===== src/sfr_pkg.sv =====
`timescale 1ns / 1ps
// ----------------------------------------------------------------------------
// sfr_pkg: shared types and constants for the stream find/replace unit
// Holds the byte and register widths, the configuration register indexes,
// the flags that travel with each output burst and the ASCII upcase helper.
// ----------------------------------------------------------------------------
package sfr_pkg;

    localparam int BYTE_W     = 8;
    localparam int CFG_DATA_W = 64;
    localparam int CFG_IDX_W  = 4;
    localparam int LEN_W      = 4;
    localparam int MATCH_W    = 3;

    // Configuration register indexes.
    typedef enum logic [CFG_IDX_W-1:0] {
        REG_PATTERN_BYTES      = 4'd0,
        REG_PATTERN_LENGTH     = 4'd1,
        REG_REPLACEMENT_BYTES  = 4'd2,
        REG_REPLACEMENT_LENGTH = 4'd3
    } cfg_index_t;

    // Flags that accompany one burst of output bytes.
    typedef struct packed {
        logic last;    // the final byte of the burst closes the text
        logic marker;  // the burst is the single empty end marker
    } burst_flags_t;

    // ASCII upcase of the letters a to z only.
    function automatic logic [BYTE_W-1:0] upcase(input logic [BYTE_W-1:0] c);
        logic [BYTE_W-1:0] r;
        r = c;
        if (c >= 8'h61 && c <= 8'h7A) begin
            r = c - 8'h20;
        end
        return r;
    endfunction

endpackage


===== src/stream_find_replace_unit.sv =====
`timescale 1ns / 1ps
// ----------------------------------------------------------------------------
// stream_find_replace_unit: streaming case-insensitive find and replace
// Text bytes come in one transaction at a time; bytes matching the pattern
// are held until the match completes (replacement emitted), or fails or the
// text ends (held bytes and the current byte pass through unchanged).
//
//   Channel  Direction  Handshake          Payload
//   s_       in         s_valid/s_ready    s_in_byte, s_in_last
//   m_       out        m_valid/m_ready    m_out_byte, m_out_valid, m_out_last
//   cfg_     in         cfg_wr_en          cfg_index, cfg_data
//
// An input byte is registered, then matched and turned into a burst of up to
// max(MAX_PATTERN, MAX_REPLACEMENT) results in the burst register, which
// hands the results out one at a time. The unit takes one byte per cycle
// while each byte yields at most one result and the receiver takes every
// result, and stalls input while a longer burst drains.
// Reset clears the match state, the output count and the configuration
// registers to zero; the data registers are left as they are.
// ----------------------------------------------------------------------------
module stream_find_replace_unit import sfr_pkg::*; #(
    parameter int MAX_PATTERN = 8,
    parameter int MAX_REPLACEMENT = 8
) (
    input  logic                    aclk,
    input  logic                    aresetn,
    input  logic                    s_valid,
    output logic                    s_ready,
    input  logic [BYTE_W-1:0]       s_in_byte,
    input  logic                    s_in_last,
    output logic                    m_valid,
    input  logic                    m_ready,
    output logic [BYTE_W-1:0]       m_out_byte,
    output logic                    m_out_valid,
    output logic                    m_out_last,
    input  logic                    cfg_wr_en,
    input  logic [CFG_IDX_W-1:0]    cfg_index,
    input  logic [CFG_DATA_W-1:0]   cfg_data
);

    localparam int BURST_DEPTH = (MAX_PATTERN > MAX_REPLACEMENT) ?
                                 MAX_PATTERN : MAX_REPLACEMENT;
    localparam int CNT_W = $clog2(BURST_DEPTH + 1);

    logic [CFG_DATA_W-1:0]  pattern_bytes_reg;
    logic [LEN_W-1:0]       pattern_length_reg;
    logic [CFG_DATA_W-1:0]  replacement_bytes_reg;
    logic [LEN_W-1:0]       replacement_length_reg;

    logic                               burst_valid;
    logic                               burst_ready;
    logic [BURST_DEPTH-1:0][BYTE_W-1:0] burst_bytes;
    logic [CNT_W-1:0]                   burst_count;
    burst_flags_t                       burst_flags;

    // Configuration registers; unknown indexes are ignored.
    always_ff @(posedge aclk) begin
        if (!aresetn) begin
            pattern_bytes_reg      <= '0;
            pattern_length_reg     <= '0;
            replacement_bytes_reg  <= '0;
            replacement_length_reg <= '0;
        end else if (cfg_wr_en) begin
            unique case (cfg_index)
                REG_PATTERN_BYTES:      pattern_bytes_reg      <= cfg_data;
                REG_PATTERN_LENGTH:     pattern_length_reg     <= cfg_data[LEN_W-1:0];
                REG_REPLACEMENT_BYTES:  replacement_bytes_reg  <= cfg_data;
                REG_REPLACEMENT_LENGTH: replacement_length_reg <= cfg_data[LEN_W-1:0];
                default: begin
                end
            endcase
        end
    end

    // Matching and burst building.
    sfr_match #(
        .MAX_PATTERN     (MAX_PATTERN),
        .MAX_REPLACEMENT (MAX_REPLACEMENT),
        .BURST_DEPTH     (BURST_DEPTH),
        .CNT_W           (CNT_W)
    ) u_match (
        .aclk               (aclk),
        .aresetn            (aresetn),
        .s_valid            (s_valid),
        .s_ready            (s_ready),
        .s_in_byte          (s_in_byte),
        .s_in_last          (s_in_last),
        .pattern_bytes      (pattern_bytes_reg),
        .pattern_length     (pattern_length_reg),
        .replacement_bytes  (replacement_bytes_reg),
        .replacement_length (replacement_length_reg),
        .burst_valid        (burst_valid),
        .burst_ready        (burst_ready),
        .burst_bytes        (burst_bytes),
        .burst_count        (burst_count),
        .burst_flags        (burst_flags)
    );

    // Output serialisation.
    sfr_serial #(
        .BURST_DEPTH (BURST_DEPTH),
        .CNT_W       (CNT_W)
    ) u_serial (
        .aclk        (aclk),
        .aresetn     (aresetn),
        .burst_valid (burst_valid),
        .burst_ready (burst_ready),
        .burst_bytes (burst_bytes),
        .burst_count (burst_count),
        .burst_flags (burst_flags),
        .m_valid     (m_valid),
        .m_ready     (m_ready),
        .m_out_byte  (m_out_byte),
        .m_out_valid (m_out_valid),
        .m_out_last  (m_out_last)
    );

endmodule


===== src/sfr_match.sv =====
`timescale 1ns / 1ps
// ----------------------------------------------------------------------------
// sfr_match: input register, match state and burst builder
// Registers each incoming byte, compares it against the pattern byte at the
// current match position and builds the burst of bytes that it releases.
// ----------------------------------------------------------------------------
module sfr_match import sfr_pkg::*; #(
    parameter int MAX_PATTERN = 8,
    parameter int MAX_REPLACEMENT = 8,
    parameter int BURST_DEPTH = 8,
    parameter int CNT_W = 4
) (
    input  logic                                aclk,
    input  logic                                aresetn,
    input  logic                                s_valid,
    output logic                                s_ready,
    input  logic [BYTE_W-1:0]                   s_in_byte,
    input  logic                                s_in_last,
    input  logic [CFG_DATA_W-1:0]               pattern_bytes,
    input  logic [LEN_W-1:0]                    pattern_length,
    input  logic [CFG_DATA_W-1:0]               replacement_bytes,
    input  logic [LEN_W-1:0]                    replacement_length,
    output logic                                burst_valid,
    input  logic                                burst_ready,
    output logic [BURST_DEPTH-1:0][BYTE_W-1:0]  burst_bytes,
    output logic [CNT_W-1:0]                    burst_count,
    output burst_flags_t                        burst_flags
);

    logic                                 valid_reg;
    logic [BYTE_W-1:0]                    byte_reg;
    logic                                 last_reg;
    logic [MATCH_W-1:0]                   mc_reg;
    logic [MATCH_W-1:0]                   mc_next;
    logic [MAX_PATTERN-1:0][BYTE_W-1:0]   held_reg;

    logic [LEN_W-1:0]   plen_eff;
    logic [LEN_W-1:0]   rlen_eff;
    logic [LEN_W-1:0]   mc_inc;
    logic [BYTE_W-1:0]  pat_byte;
    logic               match;
    logic               full;
    logic               advance;

    // Lengths beyond the storage are treated as the maximum.
    assign plen_eff = (pattern_length > LEN_W'(MAX_PATTERN)) ?
                      LEN_W'(MAX_PATTERN) : pattern_length;
    assign rlen_eff = (replacement_length > LEN_W'(MAX_REPLACEMENT)) ?
                      LEN_W'(MAX_REPLACEMENT) : replacement_length;

    // Case-insensitive compare against the pattern byte at the match position.
    assign pat_byte = pattern_bytes[{mc_reg, 3'b000} +: BYTE_W];
    assign mc_inc   = {1'b0, mc_reg} + LEN_W'(1);
    assign match    = ({1'b0, mc_reg} < plen_eff) &&
                      (upcase(byte_reg) == upcase(pat_byte));
    assign full     = match && (mc_inc == plen_eff);

    // Build the burst: replacement on a full match, otherwise held bytes
    // followed by the current byte when a flush is due.
    always_comb begin
        burst_bytes = '0;
        burst_count = '0;
        burst_flags.last   = last_reg;
        burst_flags.marker = 1'b0;
        mc_next = '0;
        if (full) begin
            for (int i = 0; i < MAX_REPLACEMENT; i++) begin
                burst_bytes[i] = replacement_bytes[i*BYTE_W +: BYTE_W];
            end
            burst_count = CNT_W'(rlen_eff);
        end else if (match && !last_reg) begin
            mc_next = mc_inc[MATCH_W-1:0];
        end else begin
            for (int i = 0; i < BURST_DEPTH; i++) begin
                burst_bytes[i] = byte_reg;
            end
            for (int i = 0; i < MAX_PATTERN; i++) begin
                if (i < int'(mc_reg)) begin
                    burst_bytes[i] = held_reg[i];
                end
            end
            burst_count = CNT_W'(mc_inc);
        end
        // The last byte always yields at least the empty end marker.
        if (last_reg && burst_count == '0) begin
            burst_bytes        = '0;
            burst_count        = CNT_W'(1);
            burst_flags.marker = 1'b1;
        end
    end

    // Handshake: the registered byte moves on once its burst is taken, or when it yields no burst.
    assign burst_valid = valid_reg && (burst_count != '0);
    assign advance     = valid_reg && ((burst_count == '0) || burst_ready);
    assign s_ready     = !valid_reg || advance;

    // Input register and match state.
    always_ff @(posedge aclk) begin
        if (!aresetn) begin
            valid_reg <= 1'b0;
            mc_reg    <= '0;
        end else begin
            if (s_ready) begin
                valid_reg <= s_valid;
            end
            if (advance) begin
                mc_reg <= mc_next;
            end
        end
    end

    // Payload registers need no reset.
    always_ff @(posedge aclk) begin
        if (s_valid && s_ready) begin
            byte_reg <= s_in_byte;
            last_reg <= s_in_last;
        end
        if (advance && match) begin
            for (int i = 0; i < MAX_PATTERN; i++) begin
                if (int'(mc_reg) == i) begin
                    held_reg[i] <= byte_reg;
                end
            end
        end
    end

    // The match position never reaches the pattern storage depth.
    assert property (@(posedge aclk) disable iff (!aresetn)
        int'(mc_reg) < MAX_PATTERN)
        else $error("sfr_match: match position out of range");

    // A byte that waits for the serialiser leaves the match state alone.
    assert property (@(posedge aclk) disable iff (!aresetn)
        (valid_reg && !advance) |=> $stable(mc_reg))
        else $error("sfr_match: match state moved while stalled");

endmodule


===== src/sfr_serial.sv =====
`timescale 1ns / 1ps
// ----------------------------------------------------------------------------
// sfr_serial: burst register and output serialiser
// Holds one burst of up to BURST_DEPTH bytes, hands them out one transaction
// per cycle while m_ready is high, loading the next burst when empty or as the last byte leaves.
// ----------------------------------------------------------------------------
module sfr_serial import sfr_pkg::*; #(
    parameter int BURST_DEPTH = 8,
    parameter int CNT_W = 4
) (
    input  logic                                aclk,
    input  logic                                aresetn,
    input  logic                                burst_valid,
    output logic                                burst_ready,
    input  logic [BURST_DEPTH-1:0][BYTE_W-1:0]  burst_bytes,
    input  logic [CNT_W-1:0]                    burst_count,
    input  burst_flags_t                        burst_flags,
    output logic                                m_valid,
    input  logic                                m_ready,
    output logic [BYTE_W-1:0]                   m_out_byte,
    output logic                                m_out_valid,
    output logic                                m_out_last
);

    logic [BURST_DEPTH-1:0][BYTE_W-1:0]  bytes_reg;
    logic [CNT_W-1:0]                    rem_reg;
    burst_flags_t                        flags_reg;
    logic                                load;
    logic                                pop;

    // A new burst enters when the register is empty or its final byte leaves.
    assign pop         = m_valid && m_ready;
    assign burst_ready = (rem_reg == '0) || ((rem_reg == CNT_W'(1)) && m_ready);
    assign load        = burst_valid && burst_ready;

    assign m_valid     = (rem_reg != '0);
    assign m_out_byte  = bytes_reg[0];
    assign m_out_valid = !flags_reg.marker;
    assign m_out_last  = flags_reg.last && (rem_reg == CNT_W'(1));

    // Remaining count.
    always_ff @(posedge aclk) begin
        if (!aresetn) begin
            rem_reg <= '0;
        end else if (load) begin
            rem_reg <= burst_count;
        end else if (pop) begin
            rem_reg <= rem_reg - CNT_W'(1);
        end
    end

    // Burst bytes shift down by one on every transaction.
    always_ff @(posedge aclk) begin
        if (load) begin
            bytes_reg <= burst_bytes;
            flags_reg <= burst_flags;
        end else if (pop) begin
            for (int i = 0; i < BURST_DEPTH - 1; i++) begin
                bytes_reg[i] <= bytes_reg[i+1];
            end
        end
    end

    // The remaining count never exceeds the burst storage.
    assert property (@(posedge aclk) disable iff (!aresetn)
        int'(rem_reg) <= BURST_DEPTH)
        else $error("sfr_serial: remaining count out of range");

    // The end marker is always a burst of exactly one result.
    assert property (@(posedge aclk) disable iff (!aresetn)
        (m_valid && flags_reg.marker) |-> (rem_reg == CNT_W'(1) && flags_reg.last))
        else $error("sfr_serial: end marker not alone at end of text");

endmodule


===== config.mk =====
export PLATFORM = sky130hd
export DESIGN_NAME = stream_find_replace_unit
export DESIGN_NICKNAME = d
export VERILOG_FILES = /design/src/sfr_pkg.sv /design/src/stream_find_replace_unit.sv /design/src/sfr_match.sv /design/src/sfr_serial.sv
export SDC_FILE = /design/constraint.sdc
export NUM_CORES = 1
export LEC_CHECK = 0
export BUFFER_PORTS_ARGS = -buffer_cell sky130_fd_sc_hd__buf_2
export CAP_MARGIN = 5
export CORE_MARGIN = 5
export CORE_UTILIZATION = 56
export CTS_BUF_LIST = sky130_fd_sc_hd__clkbuf_2 sky130_fd_sc_hd__clkbuf_4 sky130_fd_sc_hd__clkbuf_8
export CTS_CLUSTER_SIZE = 20
export DETAILED_ROUTE_END_ITERATION = 7
export GPL_ROUTABILITY_DRIVEN = 0
export MAX_ROUTING_LAYER = met4
export PLACE_DENSITY = 0.81
export SYNTH_ARGS = -nofsm -noshare
export SYNTH_HDL_FRONTEND = slang
export SYNTH_SLANG_ARGS = --single-unit

===== constraint.sdc =====
create_clock -name aclk -period 4.3 [get_ports aclk]
set_clock_uncertainty 0.15 [all_clocks]
set_input_delay 0.43 -clock aclk [delete_from_list [all_inputs] [get_ports aclk]]
set_output_delay 0.43 -clock aclk [all_outputs]
set_load 0.01 [all_outputs]

# After elaboration in Yosys (flattened, before gate mapping)
# Index checks and enable logic that the tools add are counted.
[word_totals]
out_inout_bits = 12
inputBits = 82
ff_bits = 275
[op_classes]
n_reduce_logical = 39
n_eq_ne = 12
muxes = 24
addsub = 4
shifts = 1
n_lt_le_gt_ge = 14
[ops]
columns = ["cell", "count"]
rows = [
  ["two-way mux 56 bit", 3],
  ["two-way mux 64 bit", 2],
  ["two-way mux 8 bit", 9],
  ["indexed part select 64 x 7 -> 8 bit", 1],
  ["two-way mux 4 bit", 7],
  ["AND reduction 2 bit", 11],
  ["greater-or-equal comparator 8 x 7 -> 1 bit (second input constant)", 2],
  ["<= comparator 8 x 7 -> 1 bit (second input constant)", 2],
  ["logical NOT 4 bit", 4],
  ["subtractor 8 x 6 -> 8 bit (second input constant)", 2],
  ["logical AND 1 bit", 14],
  ["== test 3 bit (second input constant)", 4],
  ["< comparator 3 bit (first input constant)", 3],
  ["== test 4 x 1 -> 1 bit (second input constant)", 2],
  ["== test 4 x 2 -> 1 bit (second input constant)", 2],
  ["== test 8 bit", 1],
  ["> comparator 4 bit (second input constant)", 2],
  ["nonzero test 4 bit", 2],
  ["== test 3 x 2 -> 1 bit (second input constant)", 2],
  ["< comparator 1 x 3 -> 1 bit (first input constant)", 2],
  ["< comparator 2 x 3 -> 1 bit (first input constant)", 2],
  ["two-way mux 3 bit", 2],
  ["adder 3 x 1 -> 4 bit (second input constant)", 1],
  ["== test 4 bit", 1],
  ["other kinds (7)", 11],
]

# Longest topological paths before layout
[depth]
word_depth = 17
ltp_mapped = 17
mapped_depth_nobuf = 14

# Modules after synthesis
# From an unflattened synthesis, not the netlist that was laid out.
[unflattened]
cells_unflattened = 1262
hier_area_um2 = 13261.5
[modules_own_cells]
columns = ["module", "instances", "seq_area_each_um2", "area_per_inst_um2", "cells_each"]
rows = [
  ["stream_find_replace_unit", 1, 2722.6, 5185.0, 514],
  ["sfr_match", 1, 2031.9, 5027.3, 455],
  ["sfr_serial", 1, 2062.0, 3049.2, 293],
]

# Least setup slack after synthesis
# No wires, ideal clock.
[synth_timing]
path_type = "register to register"
startpoint = "register u_match.mc_reg[0]"
endpoint = "register u_serial.rem_reg[1]"
setup_slack_ps = -409
period_less_slack_ps = 4709
setup_time_ps = 107
arrival_ps = 4453
stages_incl_launch_ff = 14
path_buffers = 1
t_required_ps = 4043
cell_sequence = "dfxtp_1 > buf_2 > mux4_2 > mux2i_1 > ha_1 > a21o_1 > a21oi_1 > nand2b_1 > o41ai_2 > o211ai_1 > o211ai_2 > a22o_1 > nand2_1 > o32ai_1"
[synth_via]
elab_chain_len = 16
[synth_lines]
columns = ["element", "line", "source"]
rows = [
  ["from (decl)", "sfr_match.sv:33", "logic [MATCH_W-1:0] mc_reg;"],
  ["from (signal assigned)", "sfr_match.sv:107", "mc_reg <= mc_next;"],
  ["indexed part select 64 x 7 -> 8 bit", "sfr_match.sv:52", "assign pat_byte = pattern_bytes[{mc_reg, 3'b000} +: BYTE_W];"],
  ["greater-or-equal comparator 8 x 7 -> 1 bit / <= comparator 8 x 7 -> 1 bit (equally long branches)", "sfr_pkg.sv:33", "if (c >= 8'h61 && c <= 8'h7A) begin"],
  ["logical AND 1 bit", "sfr_pkg.sv:33", ""],
  ["two-way mux 8 bit", "sfr_pkg.sv:33", ""],
  ["== test 8 bit", "sfr_match.sv:55", "(upcase(byte_reg) == upcase(pat_byte));"],
  ["logical AND 1 bit", "sfr_match.sv:54", "assign match = ({1'b0, mc_reg} < plen_eff) &&"],
  ["logical AND 1 bit", "sfr_match.sv:71", "end else if (match && !last_reg) begin"],
  ["two-way mux 4 bit", "sfr_match.sv:71", ""],
  ["two-way mux 4 bit *", "sfr_match.sv:66", "if (full) begin"],
  ["logical NOT 4 bit", "sfr_match.sv:85", "if (last_reg && burst_count == '0) begin"],
  ["logical AND 1 bit", "sfr_match.sv:85", ""],
  ["two-way mux 4 bit *", "sfr_match.sv:85", ""],
  ["nonzero test 4 bit", "sfr_match.sv:93", "assign burst_valid = valid_reg && (burst_count != '0);"],
  ["logical AND 1 bit", "sfr_match.sv:93", ""],
  ["logical AND 1 bit", "sfr_serial.sv:34", "assign load = burst_valid && burst_ready;"],
  ["two-way mux 4 bit / nonzero test 2 bit (equally long branches)", "n/a", ""],
  ["to (signal assigned)", "sfr_serial.sv:46", "rem_reg <= burst_count;"],
  ["to (signal assigned)", "sfr_serial.sv:48", "rem_reg <= rem_reg - CNT_W'(1);"],
  ["to (decl)", "sfr_serial.sv:26", "logic [CNT_W-1:0] rem_reg;"],
]
# Every way passes the cells marked *; elsewhere a longest branch is shown, timed or not.
# A chain may end at the register's enable or synchronous reset.

# Worst setup path in the final report
[layout_timing]
startpoint = "register u_match.mc_reg[0]"
endpoint = "output port s_ready"
[layout_via]
elab_chain_len = 16
[layout_lines]
columns = ["element", "line", "source"]
rows = [
  ["indexed part select 64 x 7 -> 8 bit", "sfr_match.sv:52", ""],
  ["greater-or-equal comparator 8 x 7 -> 1 bit / <= comparator 8 x 7 -> 1 bit (equally long branches)", "sfr_pkg.sv:33", ""],
  ["logical AND 1 bit", "sfr_pkg.sv:33", ""],
  ["two-way mux 8 bit", "sfr_pkg.sv:33", ""],
  ["== test 8 bit", "sfr_match.sv:55", ""],
  ["logical AND 1 bit", "sfr_match.sv:54", ""],
  ["logical AND 1 bit", "sfr_match.sv:71", ""],
  ["two-way mux 4 bit", "sfr_match.sv:71", ""],
  ["two-way mux 4 bit *", "sfr_match.sv:66", ""],
  ["logical NOT 4 bit", "sfr_match.sv:85", ""],
  ["logical AND 1 bit", "sfr_match.sv:85", ""],
  ["two-way mux 4 bit *", "sfr_match.sv:85", ""],
  ["logical NOT 4 bit *", "sfr_match.sv:94", "assign advance = valid_reg && ((burst_count == '0) || burst_ready);"],
  ["logical OR 1 bit *", "sfr_match.sv:94", ""],
  ["logical AND 1 bit *", "sfr_match.sv:94", ""],
  ["logical OR 1 bit *", "sfr_match.sv:95", "assign s_ready = !valid_reg || advance;"],
  ["to (decl)", "stream_find_replace_unit.sv:28", "output logic s_ready,"],
]
# Marks and branches as above.

==> reports/qor.yml <==
outcome: "finished, final reports clean"
p_sw_mw: 2.10
crit_buf_inv: 2
grt_pass1_wl_mm: 57.4
start_util: 0.568
synthMostInstantiatedCell: "nand2_1"
power_density_nw_per_um2: 496
antenna_found_initial: 0
drv_slew: 0
clock_latency_ns: 0.57
critPathMaxStageDelay_ns: 0.51
grt_remaining_overflow: 0
final_area_um2: 14800
cts-htree-levels: 2
die_x_um: 159
min_path_type: "input pin to register"
clock_sinks: 275
p_leak_nw: 5.60
grt_pass1_vias: 10300
synthTopCellsByArea: "edfxtp_1 32%, dfxtp_1 23%, nand2_1 11%, a21oi_1 8.6%, mux2i_1 5.5%"
synth_warnings: 0
setup_tns_ns: 0
critPathKind: "register to output pin"
io_pins: 94
viasPerCell: 5.96
synth_area_per_cell_um2: 9.33
worstMarginPinSlew_ns: 1.22
sw_frac_of_total: 0.286
pwr-share-clk: 0.337
worst-path-stages: 12
nNetsFinal: 1565
arrival_ns: 3.62
drc: 0
hold_path_depth: 3
cts_buffers: 44
start_kind: "register"
ys_seq_elements: 275
cts_tree: "done"
dieArea_um2: 25200
timing.slew.headroom: 0.186
synth_top_area_frac: 0.318
core_um2: 21800
drt_iter0_markers: 1270
grt_use_total: 0.293
drt-wirelength-per-cell_um: 21.0
path_clk_slew_ns: 0.07
syn-cell-area_um2: 12400
period_share: 0.977
cp_max_fo: 4
synthArstFlopShare: 0
setup_viol: 0
yosysUniqueCellTypes: 61
required_ns: 3.72
ctsLongestPathBuffers: 3
period_needed_ns: 4.20
worstSetupEndpointType: "output pin"
seq_power_share: 0.473
n_antenna_cell: 0
p_int_mw: 5.24
finalPower_mw: 7.34
syn-num-nets: 1422
critical_path.top_delay_family: "compound AO/OA/AOI/OAI gates"
routed_wl_mm: 37.5
place_area_um2: 13100
via_count: 10600
rows: 54
path_cells: "mux4_2 -> mux2i_2 -> ha_1 -> a21o_1 -> a21oi_1 -> nand2b_1 -> o41ai_4 -> o21a_1 -> o211ai_2 -> and3_2 -> inv_1 -> buf_2"
ir_drop_mv: 0.357
hpwl_mm: 24.7
ys_seq_area_frac: 0.550
synth_common_cells: "372 x nand2_1, 214 x a21oi_1, 144 x dfxtp_1"
cp_slowest_cell: "mux4_2"
fmax_mhz: 238
r2r_cells: 14
synth_ff_type: "dfxtp_1"
drive_above_1_share: 0.171
numPortBuffers: 93
preCtsSetupSlack_ns: 0.142
hold_viol_final: 0
drtAntennaViolNets: 0
power.share.combinational: 0.190
area_growth_pct: 19.4
die_h_um: 159
synth_top_cell_by_area: "edfxtp_1"
root_buffer: "clkbuf_8"
synth_edf_count: 131
fin_ws_ns: 0.0977
cap_violations: 0
grt_max_degree: 94
final_util: 0.677
drt_pass1_iterations: 5
synthCells: 1327
cells by family (layout without fill, tap and decap cells):
family	count (synthesis)	count (layout)	share of synthesized area
compound gates	339	339	0.155
mux	75	75	0.0668
xor+xnor	9	9	0.00636
buf+inv	118	296	0.0453
simple gates	498	498	0.163
flops	275	275	0.550
fa+ha+maj	13	13	0.0131
power by group through the flow:
stage               logic, mW  clock network, mW  registers, mW
finish                   1.39               2.47           3.47
global route             1.53               2.61           3.50
CTS                      1.37               2.48           3.46
global placement         1.27                  0           3.50
floorplan               0.937                  0           3.46
detailed placement       1.32                  0           3.52
routing by layer:
metal  routed length (um)  track usage
met1                14100        0.372
met4                 1810        0.132
met2                17600        0.457
met3                 4000       0.0583
met5                    0            -
cells in the final DEF (no fill, tap or decap), drive strengths merged, types with 58 or more instances in the layout:
| master | n |
|---|---|
| nor2 | 71 |
| edfxtp | 131 |
| a21oi | 215 |
| dlygate4sd3 | 58 |
| dfxtp | 144 |
| mux2i | 68 |
| nand2 | 372 |
| buf | 135 |
| clkbuf | 68 |
| o21ai | 76 |
timing repair:
action,CTS,global route
hold endpoints to repair,89,0
hold buffers,58,0
resized for setup,1,14
cloned,0,1
setup endpoints to repair,1,48
buffers inserted,1,1
pin swaps,1,0
per-stage QoR:
step / cells / hold WS [ns]
2_1_floorplan: 1327 / 0.283
3_3_place_gp: 1643 / 0.291
3_5_place_dp: 1643 / 0.296
4_1_cts: 1783 / 0.00365
5_1_grt: 1785 / 0.0136
6_report: 1785 / 0.0279
path summary, 6_finish.rpt:
| kind | start | endpoint | slack (ns) |
|---|---|---|---|
| worst max register to register | u_match.mc_reg[0]$_SDFFE_PN0N_ | u_serial.m_out_byte[3]$_DFFE_PP_ | 0.19 |
| worst min-delay path | cfg_data[40] | replacement_bytes_reg[40]$_SDFFE_PN0P_ | 0.03 |
| worst min register to register | pattern_bytes_reg[32]$_SDFFE_PN0P_ | pattern_bytes_reg[32]$_SDFFE_PN0P_ | 0.31 |
| worst max-delay path | u_match.mc_reg[0]$_SDFFE_PN0N_ | s_ready | 0.1 |
worst register-to-register path: stages, from the launching register on:
cell and delay (ns):
dfxtp_4 0.40, mux4_2 0.52, mux2i_2 0.20, ha_1 0.28, a21o_1 0.16, a21oi_1 0.22
nand2b_1 0.14, o41ai_4 0.32, o21a_1 0.22, o211ai_2 0.16, nand3_4 0.24, clkinv_2 0.26
o21ai_4 0.23, buf_12 0.23, o21ai_1 0.13
area by class of cell:
type	count	area (um^2)
inverter	21	82.6
sequential	275	6820
tap	280	350
clock inverter	14	145
clock buffer	67	841
timing repair buffer	194	1450
multi-input combinational	934	5090
fill	1640	7040
Note: power is estimated with default switching activity, not from simulation.
